==> config.mk <==
export PLATFORM = sky130hd
export DESIGN_NAME = xmodem_checksum_receiver
export DESIGN_NICKNAME = d
export VERILOG_FILES = /design/src/hdl/xcr_pkg.sv /design/src/hdl/xcr_in_stage.sv /design/src/hdl/xcr_engine.sv /design/src/hdl/xcr_out_stage.sv /design/src/hdl/xmodem_checksum_receiver.sv
export SDC_FILE = /design/constraint.sdc
export NUM_CORES = 1
export LEC_CHECK = 0
export BUFFER_PORTS_ARGS = -buffer_cell sky130_fd_sc_hd__buf_2
export CORE_MARGIN = 2
export CORE_UTILIZATION = 59
export DETAILED_ROUTE_END_ITERATION = 7
export GPL_TIMING_DRIVEN = 0
export PLACE_DENSITY = 0.91
export SLEW_MARGIN = 40
export SYNTH_ARGS = -nofsm -noshare
export SYNTH_HDL_FRONTEND = slang
export SYNTH_HIERARCHICAL = 1
export SYNTH_SLANG_ARGS = --single-unit
==> constraint.sdc <==
create_clock -name clk -period 5.26 [get_ports clk]
set_input_delay 1.052 -clock clk [delete_from_list [all_inputs] [get_ports clk]]
set_output_delay 1.052 -clock clk [all_outputs]
set_load 0.01 [all_outputs]
==> src/hdl/xcr_pkg.sv <==
`default_nettype none
package xcr_pkg;

  localparam int BLOCK_BYTES = 128;
  localparam int BUF_BYTES   = 65536;

  localparam int IDX_W  = $clog2(BLOCK_BYTES);
  localparam int OFF_W  = 17;
  localparam int ADDR_W = 16;
  localparam int CNT_W  = 24;
  localparam int STAT_W = 3;

  localparam logic [CNT_W-1:0] NAK_INTERVAL_RESET = 24'd2000000;

  localparam logic [7:0] CH_SOH = 8'h01;
  localparam logic [7:0] CH_EOT = 8'h04;
  localparam logic [7:0] CH_ACK = 8'h06;
  localparam logic [7:0] CH_NAK = 8'h15;
  localparam logic [7:0] CH_CAN = 8'h18;
  localparam logic [7:0] HDR_CHECK = 8'hff;

  localparam logic KIND_BYTE = 1'b0;
  localparam logic KIND_IDLE = 1'b1;

  localparam logic [STAT_W-1:0] ST_RUNNING  = 3'd0;
  localparam logic [STAT_W-1:0] ST_DONE     = 3'd1;
  localparam logic [STAT_W-1:0] ST_CANCEL   = 3'd2;
  localparam logic [STAT_W-1:0] ST_PROTO    = 3'd3;
  localparam logic [STAT_W-1:0] ST_OVERFLOW = 3'd4;

  typedef enum logic [2:0] {
    PH_CMD,
    PH_NUM,
    PH_INV,
    PH_DATA,
    PH_SUM,
    PH_FINISHED
  } phase_t;

  typedef struct packed {
    logic              kind;
    logic [7:0]        rx_byte;
  } item_t;

  typedef struct packed {
    logic              send_valid;
    logic [7:0]        send_byte;
    logic              write_valid;
    logic [ADDR_W-1:0] write_addr;
    logic [7:0]        write_data;
    logic [STAT_W-1:0] status;
    logic [OFF_W-1:0]  size;
  } result_t;

endpackage
`default_nettype wire

==> src/hdl/xcr_in_stage.sv <==
`default_nettype none
module xcr_in_stage (
  input  wire logic           clk,
  input  wire logic           rst_n,
  input  wire logic           in_valid,
  output logic                in_stall,
  input  wire logic           in_kind,
  input  wire logic [7:0]     in_rx_byte,
  input  wire logic           adv,
  output logic                step_en,
  output xcr_pkg::item_t      item
);
  import xcr_pkg::*;

  logic  vld_r;
  item_t item_r;

  assign in_stall = vld_r && !adv;
  assign step_en  = vld_r && adv;
  assign item     = item_r;

  always_ff @(posedge clk) begin
    if (!rst_n) begin
      vld_r <= 1'b0;
    end else if (!in_stall) begin
      vld_r <= in_valid;
    end
  end

  always_ff @(posedge clk) begin
    if (in_valid && !in_stall) begin
      item_r.kind    <= in_kind;
      item_r.rx_byte <= in_rx_byte;
    end
  end

endmodule
`default_nettype wire

==> src/hdl/xcr_engine.sv <==
`default_nettype none
module xcr_engine (
  input  wire logic                       clk,
  input  wire logic                       rst_n,
  input  wire logic                       step_en,
  input  wire xcr_pkg::item_t             item,
  input  wire logic [xcr_pkg::CNT_W-1:0]  nak_interval,
  output xcr_pkg::result_t                res
);
  import xcr_pkg::*;

  phase_t            phase_r, phase_nxt;
  logic [7:0]        exp_blk_r, exp_blk_nxt;
  logic [7:0]        hdr_num_r, hdr_num_nxt;
  logic [IDX_W-1:0]  idx_r, idx_nxt;
  logic [7:0]        sum_r, sum_nxt;
  logic [OFF_W-1:0]  off_r, off_nxt;
  logic              started_r, started_nxt;
  logic [CNT_W-1:0]  idle_r, idle_nxt;
  logic [STAT_W-1:0] final_r, final_nxt;

  logic              is_byte;
  logic [7:0]        c;
  logic              overflow;
  logic              last_idx;
  logic [CNT_W-1:0]  idle_inc;
  logic [7:0]        sum_add;

  assign is_byte  = (item.kind == KIND_BYTE);
  assign c        = item.rx_byte;
  assign overflow = ({1'b0, off_r} + (OFF_W+1)'(BLOCK_BYTES)) > (OFF_W+1)'(BUF_BYTES);
  assign last_idx = (idx_r == IDX_W'(BLOCK_BYTES - 1));
  assign idle_inc = idle_r + CNT_W'(1);
  assign sum_add  = sum_r + c;

  // next phase
  always_comb begin
    phase_nxt = phase_r;
    if (is_byte) begin
      case (phase_r)
        PH_CMD: begin
          if (c == CH_EOT || c == CH_CAN) begin
            phase_nxt = PH_FINISHED;
          end else if (c == CH_SOH) begin
            phase_nxt = overflow ? PH_FINISHED : PH_NUM;
          end else if (started_r) begin
            phase_nxt = PH_FINISHED;
          end
        end
        PH_NUM:  phase_nxt = (c == exp_blk_r) ? PH_INV : PH_CMD;
        PH_INV:  phase_nxt = ((hdr_num_r ^ c) == HDR_CHECK) ? PH_DATA : PH_CMD;
        PH_DATA: phase_nxt = last_idx ? PH_SUM : PH_DATA;
        PH_SUM:  phase_nxt = PH_CMD;
        default: phase_nxt = phase_r;
      endcase
    end
  end

  // datapath and result
  always_comb begin
    exp_blk_nxt = exp_blk_r;
    hdr_num_nxt = hdr_num_r;
    idx_nxt     = idx_r;
    sum_nxt     = sum_r;
    off_nxt     = off_r;
    started_nxt = started_r;
    idle_nxt    = idle_r;
    final_nxt   = final_r;
    res         = '0;
    if (!is_byte) begin
      if (phase_r == PH_CMD && !started_r) begin
        if (idle_inc >= nak_interval) begin
          idle_nxt       = '0;
          res.send_valid = 1'b1;
          res.send_byte  = CH_NAK;
        end else begin
          idle_nxt = idle_inc;
        end
      end
    end else begin
      case (phase_r)
        PH_CMD: begin
          idle_nxt = '0;
          if (c == CH_EOT) begin
            res.send_valid = 1'b1;
            res.send_byte  = CH_ACK;
            final_nxt      = ST_DONE;
          end else if (c == CH_CAN) begin
            final_nxt = ST_CANCEL;
          end else if (c == CH_SOH) begin
            started_nxt = 1'b1;
            if (overflow) begin
              final_nxt = ST_OVERFLOW;
            end
          end else if (started_r) begin
            final_nxt = ST_PROTO;
          end
        end
        PH_NUM: begin
          if (c != exp_blk_r) begin
            res.send_valid = 1'b1;
            res.send_byte  = CH_NAK;
          end else begin
            hdr_num_nxt = c;
          end
        end
        PH_INV: begin
          if ((hdr_num_r ^ c) != HDR_CHECK) begin
            res.send_valid = 1'b1;
            res.send_byte  = CH_NAK;
          end else begin
            idx_nxt = '0;
            sum_nxt = '0;
          end
        end
        PH_DATA: begin
          res.write_valid = 1'b1;
          res.write_addr  = ADDR_W'(off_r + OFF_W'(idx_r));
          res.write_data  = c;
          sum_nxt         = sum_add;
          idx_nxt         = last_idx ? '0 : idx_r + IDX_W'(1);
        end
        PH_SUM: begin
          res.send_valid = 1'b1;
          if ((sum_r ^ c) != 8'h00) begin
            res.send_byte = CH_NAK;
          end else begin
            res.send_byte = CH_ACK;
            exp_blk_nxt   = exp_blk_r + 8'd1;
            off_nxt       = off_r + OFF_W'(BLOCK_BYTES);
          end
        end
        default: ;
      endcase
    end
    res.status = final_nxt;
    res.size   = off_nxt;
  end

  always_ff @(posedge clk) begin
    if (!rst_n) begin
      phase_r   <= PH_CMD;
      exp_blk_r <= 8'd1;
      hdr_num_r <= '0;
      idx_r     <= '0;
      sum_r     <= '0;
      off_r     <= '0;
      started_r <= 1'b0;
      idle_r    <= '0;
      final_r   <= ST_RUNNING;
    end else if (step_en) begin
      phase_r   <= phase_nxt;
      exp_blk_r <= exp_blk_nxt;
      hdr_num_r <= hdr_num_nxt;
      idx_r     <= idx_nxt;
      sum_r     <= sum_nxt;
      off_r     <= off_nxt;
      started_r <= started_nxt;
      idle_r    <= idle_nxt;
      final_r   <= final_nxt;
    end
  end

endmodule
`default_nettype wire

==> src/hdl/xcr_out_stage.sv <==
`default_nettype none
module xcr_out_stage (
  input  wire logic                         clk,
  input  wire logic                         rst_n,
  input  wire logic                         step_en,
  input  wire xcr_pkg::result_t             res,
  output logic                              adv,
  output logic                              out_valid,
  input  wire logic                         out_stall,
  output logic                              out_send_valid,
  output logic [7:0]                        out_send_byte,
  output logic                              out_write_valid,
  output logic [xcr_pkg::ADDR_W-1:0]        out_write_addr,
  output logic [7:0]                        out_write_data,
  output logic [xcr_pkg::STAT_W-1:0]        out_status,
  output logic [xcr_pkg::OFF_W-1:0]         out_size
);
  import xcr_pkg::*;

  logic    vld_r;
  result_t res_r;

  assign adv       = !vld_r || !out_stall;
  assign out_valid = vld_r;

  assign out_send_valid  = res_r.send_valid;
  assign out_send_byte   = res_r.send_byte;
  assign out_write_valid = res_r.write_valid;
  assign out_write_addr  = res_r.write_addr;
  assign out_write_data  = res_r.write_data;
  assign out_status      = res_r.status;
  assign out_size        = res_r.size;

  always_ff @(posedge clk) begin
    if (!rst_n) begin
      vld_r <= 1'b0;
    end else if (adv) begin
      vld_r <= step_en;
    end
  end

  always_ff @(posedge clk) begin
    if (step_en) begin
      res_r <= res;
    end
  end

endmodule
`default_nettype wire

==> src/hdl/xmodem_checksum_receiver.sv <==
// channel  ports                                   beat
// in       in_valid / in_stall                     kind, rx_byte (byte or idle tick)
// out      out_valid / out_stall                   reply, buffer write, status, size
// cfg      cfg_we / cfg_wdata                      nak_interval, no read-back
//
// one beat in per cycle while in_stall is low; each beat gives one result beat, passing
// through input register, one pass of protocol logic, result register
// rst_n is synchronous: phase to command wait, block number 1, nak_interval 2000000
// out_stall holds the result register and backs up into in_stall only when
// both registers are full
`default_nettype none
module xmodem_checksum_receiver (
  input  wire logic                         clk,
  input  wire logic                         rst_n,
  input  wire logic                         cfg_we,
  input  wire logic [xcr_pkg::CNT_W-1:0]    cfg_wdata,
  input  wire logic                         in_valid,
  output logic                              in_stall,
  input  wire logic                         in_kind,
  input  wire logic [7:0]                   in_rx_byte,
  output logic                              out_valid,
  input  wire logic                         out_stall,
  output logic                              out_send_valid,
  output logic [7:0]                        out_send_byte,
  output logic                              out_write_valid,
  output logic [xcr_pkg::ADDR_W-1:0]        out_write_addr,
  output logic [7:0]                        out_write_data,
  output logic [xcr_pkg::STAT_W-1:0]        out_status,
  output logic [xcr_pkg::OFF_W-1:0]         out_size
);
  import xcr_pkg::*;

  logic [CNT_W-1:0] nak_interval_r;
  logic             adv;
  logic             step_en;
  item_t            item;
  result_t          res;

  always_ff @(posedge clk) begin
    if (!rst_n) begin
      nak_interval_r <= NAK_INTERVAL_RESET;
    end else if (cfg_we) begin
      nak_interval_r <= cfg_wdata;
    end
  end

  xcr_in_stage u_in (
    .clk        (clk),
    .rst_n      (rst_n),
    .in_valid   (in_valid),
    .in_stall   (in_stall),
    .in_kind    (in_kind),
    .in_rx_byte (in_rx_byte),
    .adv        (adv),
    .step_en    (step_en),
    .item       (item)
  );

  xcr_engine u_engine (
    .clk          (clk),
    .rst_n        (rst_n),
    .step_en      (step_en),
    .item         (item),
    .nak_interval (nak_interval_r),
    .res          (res)
  );

  xcr_out_stage u_out (
    .clk             (clk),
    .rst_n           (rst_n),
    .step_en         (step_en),
    .res             (res),
    .adv             (adv),
    .out_valid       (out_valid),
    .out_stall       (out_stall),
    .out_send_valid  (out_send_valid),
    .out_send_byte   (out_send_byte),
    .out_write_valid (out_write_valid),
    .out_write_addr  (out_write_addr),
    .out_write_data  (out_write_data),
    .out_status      (out_status),
    .out_size        (out_size)
  );

endmodule
`default_nettype wire
## Word-level counts from Yosys, hierarchy flattened

Index checks and enable logic that the tools add are counted.

- Output and inout bits: 56
- Word-level logic and storage cells: 112
- Input port bits: 38
- Bits in registers: 168

- Muxes and demuxes: 36
- Add/subtract/negate cells: 7
- Order comparisons: 2
- Eq/ne operators: 15
- Reductions and logical operators: 23
- Bitwise logic cells: 8

Operators by type and width:

| kind | count |
|---|---|
| 24-bit two-way mux | 4 |
| 9-bit two-way mux | 6 |
| 17-bit two-way mux | 3 |
| 3-bit two-way mux | 12 |
| 9-bit case mux with 4 select lines | 1 |
| 25-bit two-way mux | 1 |
| 24-bit by 1-bit adder with 24-bit output, second input constant | 1 |
| 24-bit greater-or-equal comparator | 1 |
| 17-bit by 8-bit adder with 18-bit output, second input constant | 1 |
| 18-bit by 17-bit > comparator with 1-bit output, second input constant | 1 |
| 17-bit by 8-bit adder with 17-bit output, second input constant | 1 |
| 16-bit by 7-bit adder with 16-bit output | 1 |
| 8-bit case mux with 2 select lines | 1 |
| 4-bit AND reduction | 4 |
| 8-bit XOR | 2 |
| 3-bit case mux with 5 select lines | 1 |
| 7-bit two-way mux | 2 |
| 7-bit case mux with 2 select lines | 1 |
| 8-bit by 1-bit adder with 8-bit output, second input constant | 1 |
| 8-bit adder | 1 |
| 8-bit by 1-bit == test with 1-bit output, second input constant | 1 |
| 8-bit by 3-bit == test with 1-bit output, second input constant | 1 |
| 8-bit by 5-bit == test with 1-bit output, second input constant | 1 |
| 8-bit == test | 1 |
| other kinds (25) | 41 |

## Logic depth before layout (Yosys ltp)

- Depth in word-level cells: 8
- Mapped depth: 15
- Mapped depth without buffers: 14

## By module

Netlist, hierarchy kept.

By module, submodules not included:

| module | instances | area each (um^2) | cells each | seq. area each (um^2) |
|---|---|---|---|---|
| xcr_engine | 1 | 5,413.9 | 700 | 1,441.4 |
| xcr_out_stage | 1 | 1,656.6 | 58 | 1,641.6 |
| xmodem_checksum_receiver | 1 | 912.1 | 77 | 480.5 |
| xcr_in_stage | 1 | 324.1 | 14 | 290.3 |

## Worst setup path before layout

OpenSTA, ideal clock, no wires.

- Path kind: input to register
- From: input out_stall
- To: register u_engine.idle_r[19]
- Slack: 1.298 ns
- Stages on the path: 8
- Buffers on the path: 1
- Arrival: 3.895 ns
- Library setup time: 0.067 ns
- Cell sequence: nand2_1 -> and2_1 -> nor4bb_1 -> nand2_1 -> a2111oi_4 -> buf_6 -> a21oi_2 -> o21ai_2

- Longest elaborated chain between the ends: 4

Ends and longest elaborated chain:

| what | line | source |
|---|---|---|
| start, declared | xmodem_checksum_receiver.sv:22 | `input wire logic out_stall,` |
| 1-bit zero test | xcr_out_stage.sv:23 | `assign adv = !vld_r \|\| !out_stall;` |
| 1-bit logical OR | xcr_out_stage.sv:23 |  |
| 1-bit logical AND | xcr_in_stage.sv:19 | `assign step_en = vld_r && adv;` |
| named net step_en | xmodem_checksum_receiver.sv:35 | `logic step_en;` |
| 3-bit AND reduction (no source line) | - |  |
| end signal, assigned | xcr_engine.sv:159 | `idle_r <= idle_nxt;` |
| end, declared | xcr_engine.sv:19 | `logic [CNT_W-1:0] idle_r, idle_nxt;` |

The timed path passes the listed nets, and every way through them passes these cells.
A chain may end at the register's enable or synchronous reset.

## Final worst setup path

- From: register u_engine.idle_r[0]
- To: register u_engine.idle_r[19]

- Longest elaborated chain between the ends: 5

Ends and longest elaborated chain:

| what | line | source |
|---|---|---|
| 24-bit by 1-bit adder with 24-bit output * | xcr_engine.sv:33 | `assign idle_inc = idle_r + CNT_W'(1);` |
| 24-bit greater-or-equal comparator | xcr_engine.sv:72 | `if (idle_inc >= nak_interval) begin` |
| 24-bit two-way mux * | xcr_engine.sv:72 |  |
| 24-bit two-way mux * | xcr_engine.sv:71 | `if (phase_r == PH_CMD && !started_r) begin` |
| 24-bit two-way mux * | xcr_engine.sv:70 | `if (!is_byte) begin` |

Every way passes the cells marked *; elsewhere a longest branch is shown, timed or not. The select of a mux whose other input is x is not followed.

==> out/metrics.yaml <==
placed_design:
  dp_hpwl_um: 12500
  port_buffers: 92
  place_congestion: 0.918
  placed_area_sq_um: 9050
clock_network:
  root_buffer: "clkbuf_16"
  cts_buffers: 17
  cts_hold_buf: 0
  cts_buffer_depth: 2
  htree_levels: 4
  cts.sinks: 161
  clk_latency_ns: 0.43
  cts.clk_slew.worst_paths_ns: 0.06
  post_cts_resized: 0
  cts_tree: "done"
  cts_setup_buffers: 0
global_routing:
  grt_max_degree: 36
  grt_pass1_wl_um: 28800
  grt_pass1_vias: 6227
  antenna_found_initial: 0
  grt_use_total_pct: 24.7
  overflow: 0
critical_path:
  critPathKind: "reg2reg"
  start_kind: "flop"
  crit_fanout: 10
  endpoint_kind: "flop"
  critPathArrivalTime_ns: 4.33
  required_ns: 5.62
layout:
  final_area_sq_um: 9620
  diodes: 0
  final_nets: 1046
  area_growth_pct: 15.8
  layout-drive-gt1-share_pct: 18.1
  final_util_pct: 69.6
  nFillCells: 948
route:
  via_count: 6612
  viasPerCell: 5.68
  wl_um: 18200
  drt_iter0_markers: 668
  drc_errors: 0
  ant_nets: 0
  wl_per_cell_um: 15.6
  first_pass_iters: 5
logic_synthesis:
  synth_area_per_cell_sq_um: 9.78
  yosysTopAreaCellShare_pct: 23.6
  ys_types: 76
  synthArstFlopShare_pct: 0
  synth_edf_count: 63
  synth_flop_cell: "dfxtp_1"
  synth-seq-cells: 161
  yosysTopAreaCell: "dfxtp_1"
  synth.area.top_cells: "dfxtp_1, edfxtp_1, ha_1, xnor2_1, mux2i_1"
  synthesis.area_sq_um: 8310
  ys_seq_area_share_pct: 46.4
  synth_cells: 849
  ys_warn_count: 6
sta:
  fin_tns_setup_ns: 0
  tightestPinTransition_ns: 0.691
  fin_crit_sh_pct: 75.4
  slew_headroom_pct: 53.4
  setup-violations-final: 0
  fmax_mhz: 252
  fin_skew_ns: 0.00883
  rsz0062_at_grt: "no"
  slew_violations: 0
  finalHoldViolations: 0
  period_needed_ns: 3.97
floorplanning:
  core_area_sq_um: 13800
  num_rows: 43
  initial_core_util_pct: 60.1
  die_area_sq_um: 15000
  die_w_um: 123
  fp.dieH_um: 123
  num_io_pins: 94
power:
  leakagePower_nw: 3.92
  ir_drop_mv: 0.180
  p_total_mw: 2.72
  p_per_area_nw_per_um2: 282
flow_run:
  cap_violations: 0
run_status:
  status: "finished, final reports clean"
hold_path:
  holdCritPathClass: "reg2reg"
-- power breakdown --
| group | leakage (nW) | internal (mW) | switching [mW] | total, mW |
|---|---|---|---|---|
| Clock | 0.268 | 0.703 | 0.483 | 1.19 |
| Combinational | 2.27 | 0.0773 | 0.101 | 0.178 |
| Sequential | 1.38 | 1.33 | 0.0204 | 1.35 |
-- cell usage in the layout, fill, tap and decap left out, types with 15 or more instances in the layout --
cell,instances
nand3_1,34
xor2_1,22
nor2b_1,28
nand2_1,81
xnor2_1,40
mux2i_1,34
buf_2,103
and3_1,16
inv_1,30
clkbuf_16,17
o21ai_0,26
dfxtp_1,98
and2_1,29
nor2_1,60
nor3_1,18
clkbuf_1,22
a21oi_1,35
nand4_1,15
edfxtp_1,63
ha_1,36
-- per-stage QoR --
| stage | setup WS [ns] | hold slack (ns) | instances |
|---|---|---|---|
| 4_1_cts | 1.35 | 0.463 | 1164 |
| 5_1_grt | 1.06 | 0.476 | 1164 |
| 3_5_place_dp | 1.43 | 0.453 | 1132 |
| 2_1_floorplan | 1.30 | 0.431 | 859 |
| 6_report | 1.29 | 0.479 | 1164 |
| 3_3_place_gp | 0.512 | 0.443 | 1131 |
-- area by class of cell --
cell class                      count  area, sq um  area share [%]
Multi-Input combinational cell    615         4060            42.2
Sequential cell                   161         3850            40.1
Timing Repair Buffer               93          480            5.00
Clock buffer                       20          447            4.64
Buffer                             52          317            3.29
Tap cell                          180          225            2.34
Clock inverter                     12          118            1.22
Inverter                           31          116            1.21
-- cell usage after synthesis (3+ instances only) --
master,instances
buf_4,14
a22o_1,5
or2_2,6
a22oi_1,5
a21o_1,6
a21oi_1,35
clkbuf_1,20
a211oi_1,6
and3_1,16
nor2_1,60
xor2_1,22
o21ai_1,11
nor2b_1,28
nor3_1,18
o211ai_1,3
or3_1,8
nand2_1,81
dfxtp_1,98
buf_6,3
nand3_1,34
mux2i_1,34
nand3b_1,4
edfxtp_1,63
nand4_1,15
nand2b_1,5
and2_1,30
o21a_1,5
ha_1,36
xnor2_1,40
inv_1,30
o21ai_0,26
a31oi_1,3
o22ai_1,8
buf_2,11
-- worst max-delay path, cell delays in order, from the launching register on --
cell       delay (ns)
dfxtp_1          0.46
ha_1             0.32
and3_1           0.22
and3_1           0.25
and4_1           0.33
and2_2           0.24
xnor2_1          0.15
ha_1             0.29
a21oi_1          0.16
nand2_1          0.08
o2bb2ai_1        0.12
a211o_1          0.34
a2111oi_4        0.50
buf_6            0.22
a21oi_2          0.07
o21ai_2          0.13
-- metal layers --
layer	GRT usage [%]	up-vias	wire length (um)	part of all wire, %
met2	41.6	268	8920	49
li1	-	3214	-	-
met4	11.1	0	432	2.4
met5	0	-	0	0
met3	4.97	46	996	5.5
met1	30.6	3084	7820	43
-- path summary, 6_finish.rpt --
check	startpoint	endpoint	slack, ns	depth (start not counted)
min	nak_interval_r[7]	nak_interval_r[7]	0.48	2
min reg2reg	nak_interval_r[7]	nak_interval_r[7]	0.48	2
max reg2reg	u_engine/idle_r[0]	u_engine/idle_r[19]	1.29	15
max	u_engine/idle_r[0]	u_engine/idle_r[19]	1.29	15
-- flip-flops by register name, summed over array words and instances (netlist names), 7 cells and up --
signal	cells
u_out/out_write_data	8
u_engine/hdr_num_r	8
u_engine/exp_blk_r	8
nak_interval_r	24
u_engine/idle_r	24
u_engine/off_r	10
u_in/item	9
u_out/out_size	17
u_out/out_write_addr	16
u_engine/sum_r	8
u_engine/idx_r	7
u_out/out_send_byte	8
-- kinds of logic (layout without fill, tap and decap cells) --
group / count (synthesis) / after routing / synth area share (%)
xor+xnor: 62 / 62 / 6.54
fa+ha+maj: 38 / 38 / 5.78
other cells: 1 / 11 / 0.0451
simple gates: 327 / 327 / 20.4
mux: 35 / 35 / 4.23
buf+inv: 83 / 208 / 5.21
compound gates: 142 / 142 / 11.4
flops: 161 / 161 / 46.4
Power figures use the tool's default switching activity.
